===== config.mk =====
export PLATFORM = sky130hd
export DESIGN_NAME = preemptive_priority_task_dispatcher
export DESIGN_NICKNAME = d
export VERILOG_FILES = /design/src/design/pptd_pkg.sv /design/src/design/pptd_sched.sv /design/src/design/preemptive_priority_task_dispatcher.sv
export SDC_FILE = /design/constraint.sdc
export NUM_CORES = 1
export LEC_CHECK = 0
export BUFFER_PORTS_ARGS = -buffer_cell sky130_fd_sc_hd__buf_2
export CAP_MARGIN = 40
export CORE_ASPECT_RATIO = 0.9
export CORE_MARGIN = 5
export CORE_UTILIZATION = 40
export DETAILED_ROUTE_END_ITERATION = 8
export PLACE_DENSITY_LB_ADDON = 0.08
export SLEW_MARGIN = 10
export SYNTH_ARGS = -nofsm -noshare
export SYNTH_HDL_FRONTEND = slang
export SYNTH_SLANG_ARGS = --single-unit

===== constraint.sdc =====
create_clock -name clk -period 23.1 [get_ports clk]
set_input_delay 2.31 -clock clk [delete_from_list [all_inputs] [get_ports clk]]
set_output_delay 2.31 -clock clk [all_outputs]
set_load 0.01 [all_outputs]

===== src/design/pptd_pkg.sv =====
// ----------------------------------------------------------------------------
// pptd_pkg
// Shared types, codes and reset values for the priority task dispatcher.
// ----------------------------------------------------------------------------
`default_nettype none

package pptd_pkg;

  localparam int NUM_TASKS_DEF  = 4;
  localparam int TIME_BITS_DEF  = 32;
  localparam int PRIO_BITS      = 2;
  localparam int PERIOD_BITS    = 9;
  localparam int RUN_BITS       = 32;
  localparam int CFG_INDEX_BITS = 8;
  localparam int CFG_DATA_BITS  = PERIOD_BITS;
  localparam int TASK_OUT_BITS  = 2;
  localparam int MASK_BITS      = 4;

  localparam logic [PERIOD_BITS-1:0] PERIOD_SHORT = PERIOD_BITS'(5);
  localparam logic [PERIOD_BITS-1:0] PERIOD_MID   = PERIOD_BITS'(10);
  localparam logic [PERIOD_BITS-1:0] PERIOD_LONG  = PERIOD_BITS'(15);
  localparam logic [PRIO_BITS-1:0]   PRIO_LOWEST  = '1;

  typedef enum logic [1:0] {
    ST_READY   = 2'd0,
    ST_RUNNING = 2'd1,
    ST_IDLE    = 2'd2
  } status_t;

  typedef enum logic [1:0] {
    OP_TICK       = 2'd0,
    OP_COMPLETE   = 2'd1,
    OP_RESCHEDULE = 2'd2
  } op_t;

  typedef struct packed {
    logic                     running_valid;
    logic [TASK_OUT_BITS-1:0] running_task;
    logic                     dispatched;
    logic                     preempted;
    logic [TASK_OUT_BITS-1:0] preempted_task;
    logic [MASK_BITS-1:0]     ready_mask;
    logic [RUN_BITS-1:0]      completed_runs;
  } result_t;

  function automatic logic [PRIO_BITS-1:0] prio_reset(input int k);
    return (k < 4) ? PRIO_BITS'(k) : PRIO_LOWEST;
  endfunction

  function automatic logic [PERIOD_BITS-1:0] period_reset(input int k);
    return (k == 0) ? PERIOD_SHORT : ((k == 2) ? PERIOD_LONG : PERIOD_MID);
  endfunction

endpackage

`default_nettype wire


===== src/design/pptd_sched.sv =====
// ----------------------------------------------------------------------------
// pptd_sched
// Next-state and result logic for one dispatcher transaction.
// ----------------------------------------------------------------------------
`default_nettype none

module pptd_sched #(
  parameter int NUM_TASKS = pptd_pkg::NUM_TASKS_DEF,
  parameter int TIME_BITS = pptd_pkg::TIME_BITS_DEF,
  localparam int IDX_BITS = $clog2(NUM_TASKS)
) (
  input  pptd_pkg::op_t                          op,
  input  logic [TIME_BITS-1:0]                   now,
  input  pptd_pkg::status_t                      status        [NUM_TASKS],
  input  logic [TIME_BITS-1:0]                   last_start    [NUM_TASKS],
  input  logic [TIME_BITS-1:0]                   dispatch_time [NUM_TASKS],
  input  logic [pptd_pkg::RUN_BITS-1:0]          run_count     [NUM_TASKS],
  input  logic [pptd_pkg::PRIO_BITS-1:0]         prio          [NUM_TASKS],
  input  logic [pptd_pkg::PERIOD_BITS-1:0]       period        [NUM_TASKS],
  input  logic                                   active,
  input  logic [IDX_BITS-1:0]                    cur,
  output pptd_pkg::status_t                      status_next        [NUM_TASKS],
  output logic [TIME_BITS-1:0]                   last_start_next    [NUM_TASKS],
  output logic [TIME_BITS-1:0]                   dispatch_time_next [NUM_TASKS],
  output logic [pptd_pkg::RUN_BITS-1:0]          run_count_next     [NUM_TASKS],
  output logic                                   active_next,
  output logic [IDX_BITS-1:0]                    cur_next,
  output pptd_pkg::result_t                      result_next
);

  localparam int MASK_TASKS = (NUM_TASKS < pptd_pkg::MASK_BITS) ? NUM_TASKS
                                                                  : pptd_pkg::MASK_BITS;

  pptd_pkg::status_t                st_tick [NUM_TASKS];
  pptd_pkg::status_t                st_pre  [NUM_TASKS];
  logic [TIME_BITS-1:0]             elapsed [NUM_TASKS];
  logic                             higher;
  logic                             found;
  logic [IDX_BITS-1:0]              best;
  logic [pptd_pkg::PRIO_BITS-1:0]   best_prio;
  logic [pptd_pkg::RUN_BITS-1:0]    count_inc;
  logic                             preempt;
  logic [IDX_BITS+1:0]              cur_wide;
  logic [IDX_BITS+1:0]              cur_next_wide;

  // idle tasks whose period has run out become ready
  always_comb begin
    for (int i = 0; i < NUM_TASKS; i++) begin
      elapsed[i] = now - last_start[i];
      st_tick[i] = status[i];
      if (status[i] == pptd_pkg::ST_IDLE &&
          elapsed[i] >= {{(TIME_BITS-pptd_pkg::PERIOD_BITS){1'b0}}, period[i]}) begin
        st_tick[i] = pptd_pkg::ST_READY;
      end
    end
  end

  // preemption check against the running task
  always_comb begin
    higher = 1'b0;
    for (int i = 0; i < NUM_TASKS; i++) begin
      if (st_tick[i] == pptd_pkg::ST_READY && prio[i] < prio[cur]) begin
        higher = 1'b1;
      end
    end
    preempt = active && higher;
    st_pre  = st_tick;
    if (preempt) begin
      st_pre[cur] = pptd_pkg::ST_READY;
    end
  end

  // highest priority ready task, later index wins ties
  always_comb begin
    found     = 1'b0;
    best      = '0;
    best_prio = '0;
    for (int i = 0; i < NUM_TASKS; i++) begin
      if (st_pre[i] == pptd_pkg::ST_READY && (!found || prio[i] <= best_prio)) begin
        found     = 1'b1;
        best      = IDX_BITS'(i);
        best_prio = prio[i];
      end
    end
  end

  assign count_inc = (run_count[cur] == '1) ? run_count[cur] : run_count[cur] + 1'b1;
  assign cur_wide  = {2'b00, cur};

  always_comb begin
    status_next        = status;
    last_start_next    = last_start;
    dispatch_time_next = dispatch_time;
    run_count_next     = run_count;
    active_next        = active;
    cur_next           = cur;
    result_next        = '0;
    case (op)
      pptd_pkg::OP_TICK: begin
        status_next = st_pre;
        active_next = active && !higher;
        if (preempt) begin
          result_next.preempted      = 1'b1;
          result_next.preempted_task = cur_wide[pptd_pkg::TASK_OUT_BITS-1:0];
        end
        if (!(active && !higher) && found) begin
          status_next[best]        = pptd_pkg::ST_RUNNING;
          dispatch_time_next[best] = now;
          active_next              = 1'b1;
          cur_next                 = best;
          result_next.dispatched   = 1'b1;
        end
      end
      pptd_pkg::OP_COMPLETE: begin
        if (active) begin
          status_next[cur]           = pptd_pkg::ST_IDLE;
          last_start_next[cur]       = dispatch_time[cur];
          run_count_next[cur]        = count_inc;
          result_next.completed_runs = count_inc;
          active_next                = 1'b0;
        end
      end
      pptd_pkg::OP_RESCHEDULE: begin
        if (active) begin
          result_next.preempted      = 1'b1;
          result_next.preempted_task = cur_wide[pptd_pkg::TASK_OUT_BITS-1:0];
        end
        active_next = 1'b0;
        for (int i = 0; i < NUM_TASKS; i++) begin
          status_next[i] = pptd_pkg::ST_READY;
        end
      end
      default: begin
      end
    endcase
    cur_next_wide = {2'b00, cur_next};
    result_next.running_valid = active_next;
    result_next.running_task  = active_next ? cur_next_wide[pptd_pkg::TASK_OUT_BITS-1:0]
                                            : '0;
    for (int i = 0; i < MASK_TASKS; i++) begin
      result_next.ready_mask[i] = (status_next[i] == pptd_pkg::ST_READY);
    end
  end

endmodule

`default_nettype wire


===== src/design/preemptive_priority_task_dispatcher.sv =====
// ----------------------------------------------------------------------------
// preemptive_priority_task_dispatcher
// Fixed-priority preemptive dispatcher for a set of periodic tasks.
// ----------------------------------------------------------------------------
// The block takes one transaction in every clock cycle: busy stays low, and a
// start pulse is captured in an input register. The result is then registered
// in the result register and shown on the result ports with done high for
// exactly one cycle; the receiver has no way to hold it, so it must take
// every result as it appears. The per-task elapsed-time compare, the
// preemption check and the priority search all settle in combinational logic
// between the input register and the result register. Configuration writes
// are always accepted and take effect on the next transaction.
`default_nettype none

module preemptive_priority_task_dispatcher #(
  parameter int NUM_TASKS = pptd_pkg::NUM_TASKS_DEF,
  parameter int TIME_BITS = pptd_pkg::TIME_BITS_DEF
) (
  input  logic                                    clk,
  input  logic                                    rst,
  input  logic                                    start,
  output logic                                    busy,
  input  logic [1:0]                              operation,
  input  logic [TIME_BITS-1:0]                    now_seconds,
  input  logic                                    cfg_valid,
  output logic                                    cfg_ready,
  input  logic [pptd_pkg::CFG_INDEX_BITS-1:0]     cfg_index,
  input  logic [pptd_pkg::CFG_DATA_BITS-1:0]      cfg_data,
  output logic                                    done,
  output logic                                    running_valid,
  output logic [pptd_pkg::TASK_OUT_BITS-1:0]      running_task,
  output logic                                    dispatched,
  output logic                                    preempted,
  output logic [pptd_pkg::TASK_OUT_BITS-1:0]      preempted_task,
  output logic [pptd_pkg::MASK_BITS-1:0]          ready_mask,
  output logic [pptd_pkg::RUN_BITS-1:0]           completed_runs
);

  localparam int IDX_BITS = $clog2(NUM_TASKS);

  logic                              in_valid;
  pptd_pkg::op_t                     in_op;
  logic [TIME_BITS-1:0]              in_now;

  logic [pptd_pkg::PRIO_BITS-1:0]    prio          [NUM_TASKS];
  logic [pptd_pkg::PERIOD_BITS-1:0]  period        [NUM_TASKS];
  pptd_pkg::status_t                 status        [NUM_TASKS];
  logic [TIME_BITS-1:0]              last_start    [NUM_TASKS];
  logic [TIME_BITS-1:0]              dispatch_time [NUM_TASKS];
  logic [pptd_pkg::RUN_BITS-1:0]     run_count     [NUM_TASKS];
  logic                              active;
  logic [IDX_BITS-1:0]               cur;
  pptd_pkg::result_t                 result;

  pptd_pkg::status_t                 status_next        [NUM_TASKS];
  logic [TIME_BITS-1:0]              last_start_next    [NUM_TASKS];
  logic [TIME_BITS-1:0]              dispatch_time_next [NUM_TASKS];
  logic [pptd_pkg::RUN_BITS-1:0]     run_count_next     [NUM_TASKS];
  logic                              active_next;
  logic [IDX_BITS-1:0]               cur_next;
  pptd_pkg::result_t                 result_next;

  assign busy      = 1'b0;
  assign cfg_ready = 1'b1;

  // input register
  always_ff @(posedge clk) begin
    if (rst) begin
      in_valid <= 1'b0;
    end else begin
      in_valid <= start && !busy;
    end
    if (start && !busy) begin
      in_op  <= pptd_pkg::op_t'(operation);
      in_now <= now_seconds;
    end
  end

  // configuration registers
  always_ff @(posedge clk) begin
    if (rst) begin
      for (int k = 0; k < NUM_TASKS; k++) begin
        prio[k]   <= pptd_pkg::prio_reset(k);
        period[k] <= pptd_pkg::period_reset(k);
      end
    end else if (cfg_valid && cfg_ready) begin
      for (int k = 0; k < NUM_TASKS; k++) begin
        if (cfg_index == pptd_pkg::CFG_INDEX_BITS'(k)) begin
          prio[k] <= cfg_data[pptd_pkg::PRIO_BITS-1:0];
        end
        if (cfg_index == pptd_pkg::CFG_INDEX_BITS'(NUM_TASKS + k)) begin
          period[k] <= cfg_data[pptd_pkg::PERIOD_BITS-1:0];
        end
      end
    end
  end

  pptd_sched #(
    .NUM_TASKS (NUM_TASKS),
    .TIME_BITS (TIME_BITS)
  ) u_sched (
    .op                 (in_op),
    .now                (in_now),
    .status             (status),
    .last_start         (last_start),
    .dispatch_time      (dispatch_time),
    .run_count          (run_count),
    .prio               (prio),
    .period             (period),
    .active             (active),
    .cur                (cur),
    .status_next        (status_next),
    .last_start_next    (last_start_next),
    .dispatch_time_next (dispatch_time_next),
    .run_count_next     (run_count_next),
    .active_next        (active_next),
    .cur_next           (cur_next),
    .result_next        (result_next)
  );

  // task state and result register
  always_ff @(posedge clk) begin
    if (rst) begin
      for (int k = 0; k < NUM_TASKS; k++) begin
        status[k]        <= pptd_pkg::ST_READY;
        last_start[k]    <= '0;
        dispatch_time[k] <= '0;
        run_count[k]     <= '0;
      end
      active <= 1'b0;
      cur    <= '0;
      done   <= 1'b0;
    end else begin
      done <= in_valid;
      if (in_valid) begin
        status        <= status_next;
        last_start    <= last_start_next;
        dispatch_time <= dispatch_time_next;
        run_count     <= run_count_next;
        active        <= active_next;
        cur           <= cur_next;
      end
    end
    if (in_valid) begin
      result <= result_next;
    end
  end

  assign running_valid  = result.running_valid;
  assign running_task   = result.running_task;
  assign dispatched     = result.dispatched;
  assign preempted      = result.preempted;
  assign preempted_task = result.preempted_task;
  assign ready_mask     = result.ready_mask;
  assign completed_runs = result.completed_runs;

endmodule

`default_nettype wire


**Yosys cells after proc, flatten, opt, wreduce, memory -nomap -nowiden**

Cells that the tools add are included.

- Flip-flop bits (word level): 518
- Bits of input ports: 55
- Logic and storage cells: 182

- $add $sub $neg: 5
- Order comparisons: 15
- Equal/unequal tests: 14
- Multiplexer cells: 51
- Bitwise operators: 10
- Reductions and logical operators: 50

Operators by type and width:

| operator | count |
|---|---|
| 128-bit bitwise mux | 3 |
| 32-bit 2-to-1 mux | 7 |
| 32-bit binary-select mux with 2-bit select | 2 |
| 32-bit demux with 2-bit select | 2 |
| 32-bit by 9-bit greater-or-equal comparator with 1-bit output | 4 |
| 32-bit subtractor | 4 |
| 32-bit by 1-bit adder with 32-bit output, second input constant | 1 |
| 32-bit equality test, second input constant | 1 |
| 8-bit by 3-bit equality test with 1-bit output, second input constant | 4 |
| 2-bit 2-to-1 mux | 15 |
| 2-bit logical NOT | 13 |
| 8-bit 2-to-1 mux | 3 |
| 8-bit one-hot mux with 3 select lines | 1 |
| 2-bit AND reduction | 9 |
| 8-bit by 2-bit equality test with 1-bit output, second input constant | 2 |
| 1-bit logical AND | 16 |
| 1-bit 2-to-1 mux | 11 |
| 2-bit equality test, second input constant | 5 |
| 4-bit bitwise AND | 2 |
| 8-bit bitwise AND | 1 |
| 2-bit demux with 2-bit select | 2 |
| 8-bit by 1-bit equality test with 1-bit output, second input constant | 1 |
| 8-bit logical NOT | 1 |
| 2-bit less-than comparator | 4 |
| 16 further kinds | 31 |

**Logic depth before layout (Yosys ltp)**

- Word-level depth: 36
- Gate-level depth with buffers: 46
- Gate-level depth less buffers: 43

**Cells and area by module**

From an unflattened synthesis, not the netlist that was laid out.

- Cell total of the unflattened synthesis: 4000
- Area total of the unflattened synthesis: 34147.8 um2

By module, submodules not included:

| module | instances | cells an instance | area an instance (um2) | seq. area each (um2) |
|---|---|---|---|---|
| preemptive_priority_task_dispatcher | 1 | 1526 | 17930.9 | 11140.7 |
| pptd_sched | 1 | 2474 | 16216.8 | 0.0 |

**Worst setup path before layout**

Ideal clock, no wire load.

- Path kind: flip-flop to flip-flop
- Start: register in_now[1]
- End: register dispatch_time[66] (netlist name)
- Arrival: 8.876 ns
- Required time: 23.028 ns
- Setup slack: 14.153 ns
- Stages on the path, launching flop included: 42
- Path buffers: 2
- Clock period less this slack: 8.947 ns
- Cells stage by stage: edfxtp_1 inv_1 fa_1 and2b_1 o2111ai_1 nand2_1 a31oi_1 xnor2_1 ha_1 nand3_1 o22ai_1 a2111oi_0 o2111ai_1 a2111o_1 a2111oi_0 and4b_1 a41oi_1 nand3b_1 [6 not listed] a21oi_1 and3_1 nor3_1 buf_2 mux2_2 ha_1 a21oi_1 nand2_1 o211ai_4 mux2_2 ha_1 nor2b_1 o21ai_0 o21ai_1 and4_1 nand3_1 buf_2 mux2i_1

- Word-level cells in the longest chain between the ends: 32
- Elaborated cells between the ends (all ways): 69
- Classes of those cells: add/sub (4); order compare (9); mux (22); bitwise (2); reduce/logical (32)

RTL lines:

| item | line | source |
|---|---|---|
| start: declaration | preemptive_priority_task_dispatcher.sv:43 | `logic [TIME_BITS-1:0] in_now;` |
| start signal: assignment | preemptive_priority_task_dispatcher.sv:75 | `in_now <= now_seconds;` |
| 32-bit subtractor | pptd_sched.sv:49 | `elapsed[i] = now - last_start[i];` |
| 32-bit by 9-bit greater-or-equal comparator with 1-bit output | pptd_sched.sv:52 | `elapsed[i] >= {{(TIME_BITS-pptd_pkg::PERIOD_BITS){1'b0}}, period[i]}) begin` |
| 1-bit logical AND | pptd_sched.sv:51 | `if (status[i] == pptd_pkg::ST_IDLE &&` |
| 2-bit 2-to-1 mux | pptd_sched.sv:51 |  |
| 2-bit logical NOT | pptd_sched.sv:62 | `if (st_tick[i] == pptd_pkg::ST_READY && prio[i] < prio[cur]) begin` |
| 1-bit logical AND | pptd_sched.sv:62 |  |
| 1-bit 2-to-1 mux (4 in a row) | pptd_sched.sv:62 |  |
| 1-bit logical AND | pptd_sched.sv:66 | `preempt = active && higher;` |
| [13 not listed] | - |  |
| 1-bit logical AND | pptd_sched.sv:79 | `if (st_pre[i] == pptd_pkg::ST_READY && (!found \|\| prio[i] <= best_prio)) begin` |
| 2-bit 2-to-1 mux | pptd_sched.sv:79 |  |
| 2-bit inverter with 3-bit output (not written as such) | pptd_sched.sv:108 | `dispatch_time_next[best] = now;` |
| 3-bit greater-or-equal comparator (not written as such) or 3-bit by 1-bit less-than comparator with 1-bit output (tied branches) | pptd_sched.sv:108 |  |
| 1-bit logical AND (not written as such) | pptd_sched.sv:108 |  |
| 32-bit 2-to-1 mux (not written as such) | pptd_sched.sv:108 |  |
| 32-bit demux with 2-bit select | pptd_sched.sv:108 |  |
| 128-bit bitwise mux | pptd_sched.sv:108 |  |
| end signal: assignment | preemptive_priority_task_dispatcher.sv:138 | `dispatch_time <= dispatch_time_next;` |
| end: declaration | preemptive_priority_task_dispatcher.sv:49 | `logic [TIME_BITS-1:0] dispatch_time [NUM_TASKS];` |

Several ways; a longest one is shown, not always the timed one.
A chain may end at the register's enable or synchronous reset.

**Final worst setup path**

- Start: register in_now[1]
- End: register dispatch_time[110] (netlist name)

Same word-level chain as after synthesis.

==> impl_metrics.env <==
export IMPL_ys_warn_count=0
export IMPL_rsz0062_at_grt="false"
export IMPL_hold_class="register to register"
export IMPL_worstSetupPathType="register to register"
export IMPL_p_sw_w=0.000636
export IMPL_die_area_mm2=0.0808
export IMPL_io_pins=101
export IMPL_die_w_um=299
export IMPL_grt_pass1_vias=25400
export IMPL_vias=26600
export IMPL_core_rowCount=95
export IMPL_clk_insertion_delay_late_ps=640
export IMPL_cts_tree="built"
export IMPL_port_buffer_count=98
export IMPL_grt_use_total=0.242
export IMPL_leakage_nw=12.2
export IMPL_synth_area_mm2=0.0301
export IMPL_clockBufferDepth=3
export IMPL_synth_cell_type_count=93
export IMPL_synth_enable_flop_cells=77
export IMPL_seqPwrFrac=0.431
export IMPL_synthArstFlopShare=0
export IMPL_drive_above_1_share=0.0870
export IMPL_path_max_fanout=34
export IMPL_path_clk_slew_ps=60
export IMPL_final_area_mm2=0.0331
export IMPL_cts_buffers_inserted=59
export IMPL_drt_total_wl_mm=102
export IMPL_fin_tns_setup_ps=0
export IMPL_fin_ws_ps=11750
export IMPL_yosysMostFrequentCell="dfxtp_1"
export IMPL_syn2layout_area_growth_pct=10.1
export IMPL_hold_slack_ps=435
export IMPL_cp_common_cell="ha_1"
export IMPL_cts_root_buf="clkbuf_16"
export IMPL_drtPass1Iterations=5
export IMPL_hold_violations=0
export IMPL_ctsHoldBuffers=0
export IMPL_grt_max_degree=197
export IMPL_cp_data_required_time_ps=23650
export IMPL_cpPeakStageDelay_ps=570
export IMPL_ir_drop_uv=60.8
export IMPL_final_setup_skew_ps=36.1
export IMPL_max_cap_violations=0
export IMPL_ant_nets=0
export IMPL_tightest_slew_ps=1050
export IMPL_synth_seq_cells=518
export IMPL_synth_top_area_cell="dfxtp_1"
export IMPL_crit_arrival_ps=11900
export IMPL_synthCells=3549
export IMPL_ctsResizeCount=0
export IMPL_drtIter0Drc=1938
export IMPL_ys_seq_area_frac=0.370
export IMPL_overflow=0
export IMPL_synthTopCellsByCount="dfxtp_1, nand2_1, nor2_1, a21oi_1, clkbuf_1"
export IMPL_synthFlopType="dfxtp_1"
export IMPL_place_area_mm2=0.0312
export IMPL_finalSetupViolCount=0
export IMPL_drcViolationCount=0
export IMPL_fin_crit_ps=11350
export IMPL_relSlewSlack=0.300
export IMPL_post_drt_wl_per_cell_um=22.5
export IMPL_slowest_stage="edfxtp_1"
export IMPL_die_h_um=270
export IMPL_vias_per_cell=5.89
export IMPL_syn_nets=3779
export IMPL_status="complete, no violations"
export IMPL_power_density_mw_per_mm2=66.7
export IMPL_synth_top_cell_area_share=0.294
export IMPL_synth_avg_cell_area_um2=8.47
export IMPL_yosys_top_cells_area="dfxtp_1, edfxtp_1, ha_1, a21oi_1, nand2_1"
export IMPL_hpwl_mm=74.7
export IMPL_nets=3729
export IMPL_htree_levels=2
export IMPL_dp_worst_setup_slack_ps=11930
export IMPL_internal_power_w=0.00157
export IMPL_startpoint_type="register"
export IMPL_finalWeightedCongestion=0.879
export IMPL_p_clk_frac=0.423
export IMPL_fill_cells=7424
export IMPL_antenna_found_initial=2
export IMPL_core_area_mm2=0.0746
export IMPL_worstSetupEndpointType="register"
export IMPL_finalMaxSlewViolations=0
export IMPL_grt_pass1_wl_mm=156
export IMPL_cts_setup_buffers=0
export IMPL_combPwrFrac=0.147
export IMPL_post_route_period_util=0.491
export IMPL_max_freq_mhz=88.1
export IMPL_cts_sinks=518
export IMPL_finalPower_w=0.00221
export IMPL_start_util=0.403
export IMPL_p_sw_frac=0.288
cell type report:
class | count | area, um2 | share of cell area
Tap cell | 970 | 1210 | 0.0366
Clock inverter | 28 | 241 | 0.00729
Antenna cell | 1 | 2.50 | 0.0000756
Sequential cell | 518 | 11100 | 0.337
Clock buffer | 84 | 1690 | 0.0512
Timing Repair Buffer | 131 | 822 | 0.0248
Inverter | 199 | 752 | 0.0227
Multi-Input combinational cell | 2590 | 17200 | 0.521
registers in the layout (all words and copies together), names as in the netlist, 2 cells and up:
register	count
cur	2
last_start	128
dispatch_time	128
prio	8
completed_runs	32
status	8
running_task	2
preempted_task	2
ready_mask	4
run_count	128
period	36
in_op	2
in_now	32
routing by layer:
layer	up-vias	global-route usage	wire [um]
met1	12900	0.326	46200
met4	0	0.0872	4060
met3	168	0.0325	4760
li1	12800	-	-
met2	700	0.401	46700
met5	-	0	0
power by group through the flow:
stage	clock network, W	logic [W]	registers, W
2_1_floorplan	0	0.000223	0.000955
3_3_place_gp	0	0.000317	0.000971
3_5_place_dp	0	0.000319	0.000970
4_1_cts	0.000957	0.000321	0.000951
5_1_grt	0.000996	0.000355	0.000951
6_report	0.000933	0.000324	0.000951
cells by family (layout without fill, tap and decap cells):
group | after synthesis | in the layout | synth area share
xor+xnor | 91 | 91 | 0.0265
mux | 187 | 187 | 0.0762
other cells | 2 | 3 | 0.000250
buf+inv | 441 | 442 | 0.0579
fa+ha+maj | 175 | 175 | 0.0738
compound gates | 905 | 905 | 0.197
simple gates | 1230 | 1230 | 0.198
flops | 518 | 518 | 0.370
cells in the final DEF (no fill, tap or decap), types with 10 or more instances in the layout:
cell       count
edfxtp_1      77
o211ai_1      31
o21a_1        37
and4_1        11
nand2b_1      17
and3_1        19
o21ai_0      116
dfxtp_1      438
xor2_1        46
o31ai_1       10
and2_1        18
nand4b_1      33
o211a_1       10
nand3_1       43
ha_1         171
or3_1         28
nand4_1      117
mux2i_1      148
buf_2         97
a21oi_1      321
nor4b_1       32
inv_1        197
nor2b_1       18
o2111ai_1     11
mux4_2        33
a31oi_1       34
nor4_1        47
nand2_1      425
buf_4         27
xnor2_1       45
nor3_1        39
clkbuf_1      16
clkinv_2      14
a21o_1        46
a21boi_0      10
a31o_1        30
nor2_1       331
a211oi_1     149
clkbuf_16     62
metrics by stage:
stage,utilization,std cells
finish,0.444,4521
global route,0.444,4520
CTS,0.444,4520
detailed placement,0.418,4408
global placement,0.416,4403
floorplan,-,3549
worst max-delay path: cells and delay by family, from the launching register on:
| family | cells | cell delay [ps] |
|---|---|---|
| xor gates and xnor gates | 1 | 150 |
| DFF | 1 | 570 |
| AOI/OAI and AO/OA | 16 | 3880 |
| and+or+nand+nor | 13 | 3260 |
| muxes | 2 | 810 |
| adders and majority gates | 5 | 1580 |
| buffers and inverters | 4 | 980 |
worst paths after layout:
path	from	end	slack, ps	cells past startpoint
setup / recovery	in_now[1]	dispatch_time[110]	11750	41
hold reg to reg	dispatch_time[20]	last_start[20]	440	2
hold / removal	dispatch_time[20]	last_start[20]	440	2
setup reg to reg	in_now[1]	dispatch_time[110]	11750	41
Note: power is estimated with default switching activity, not from simulation.
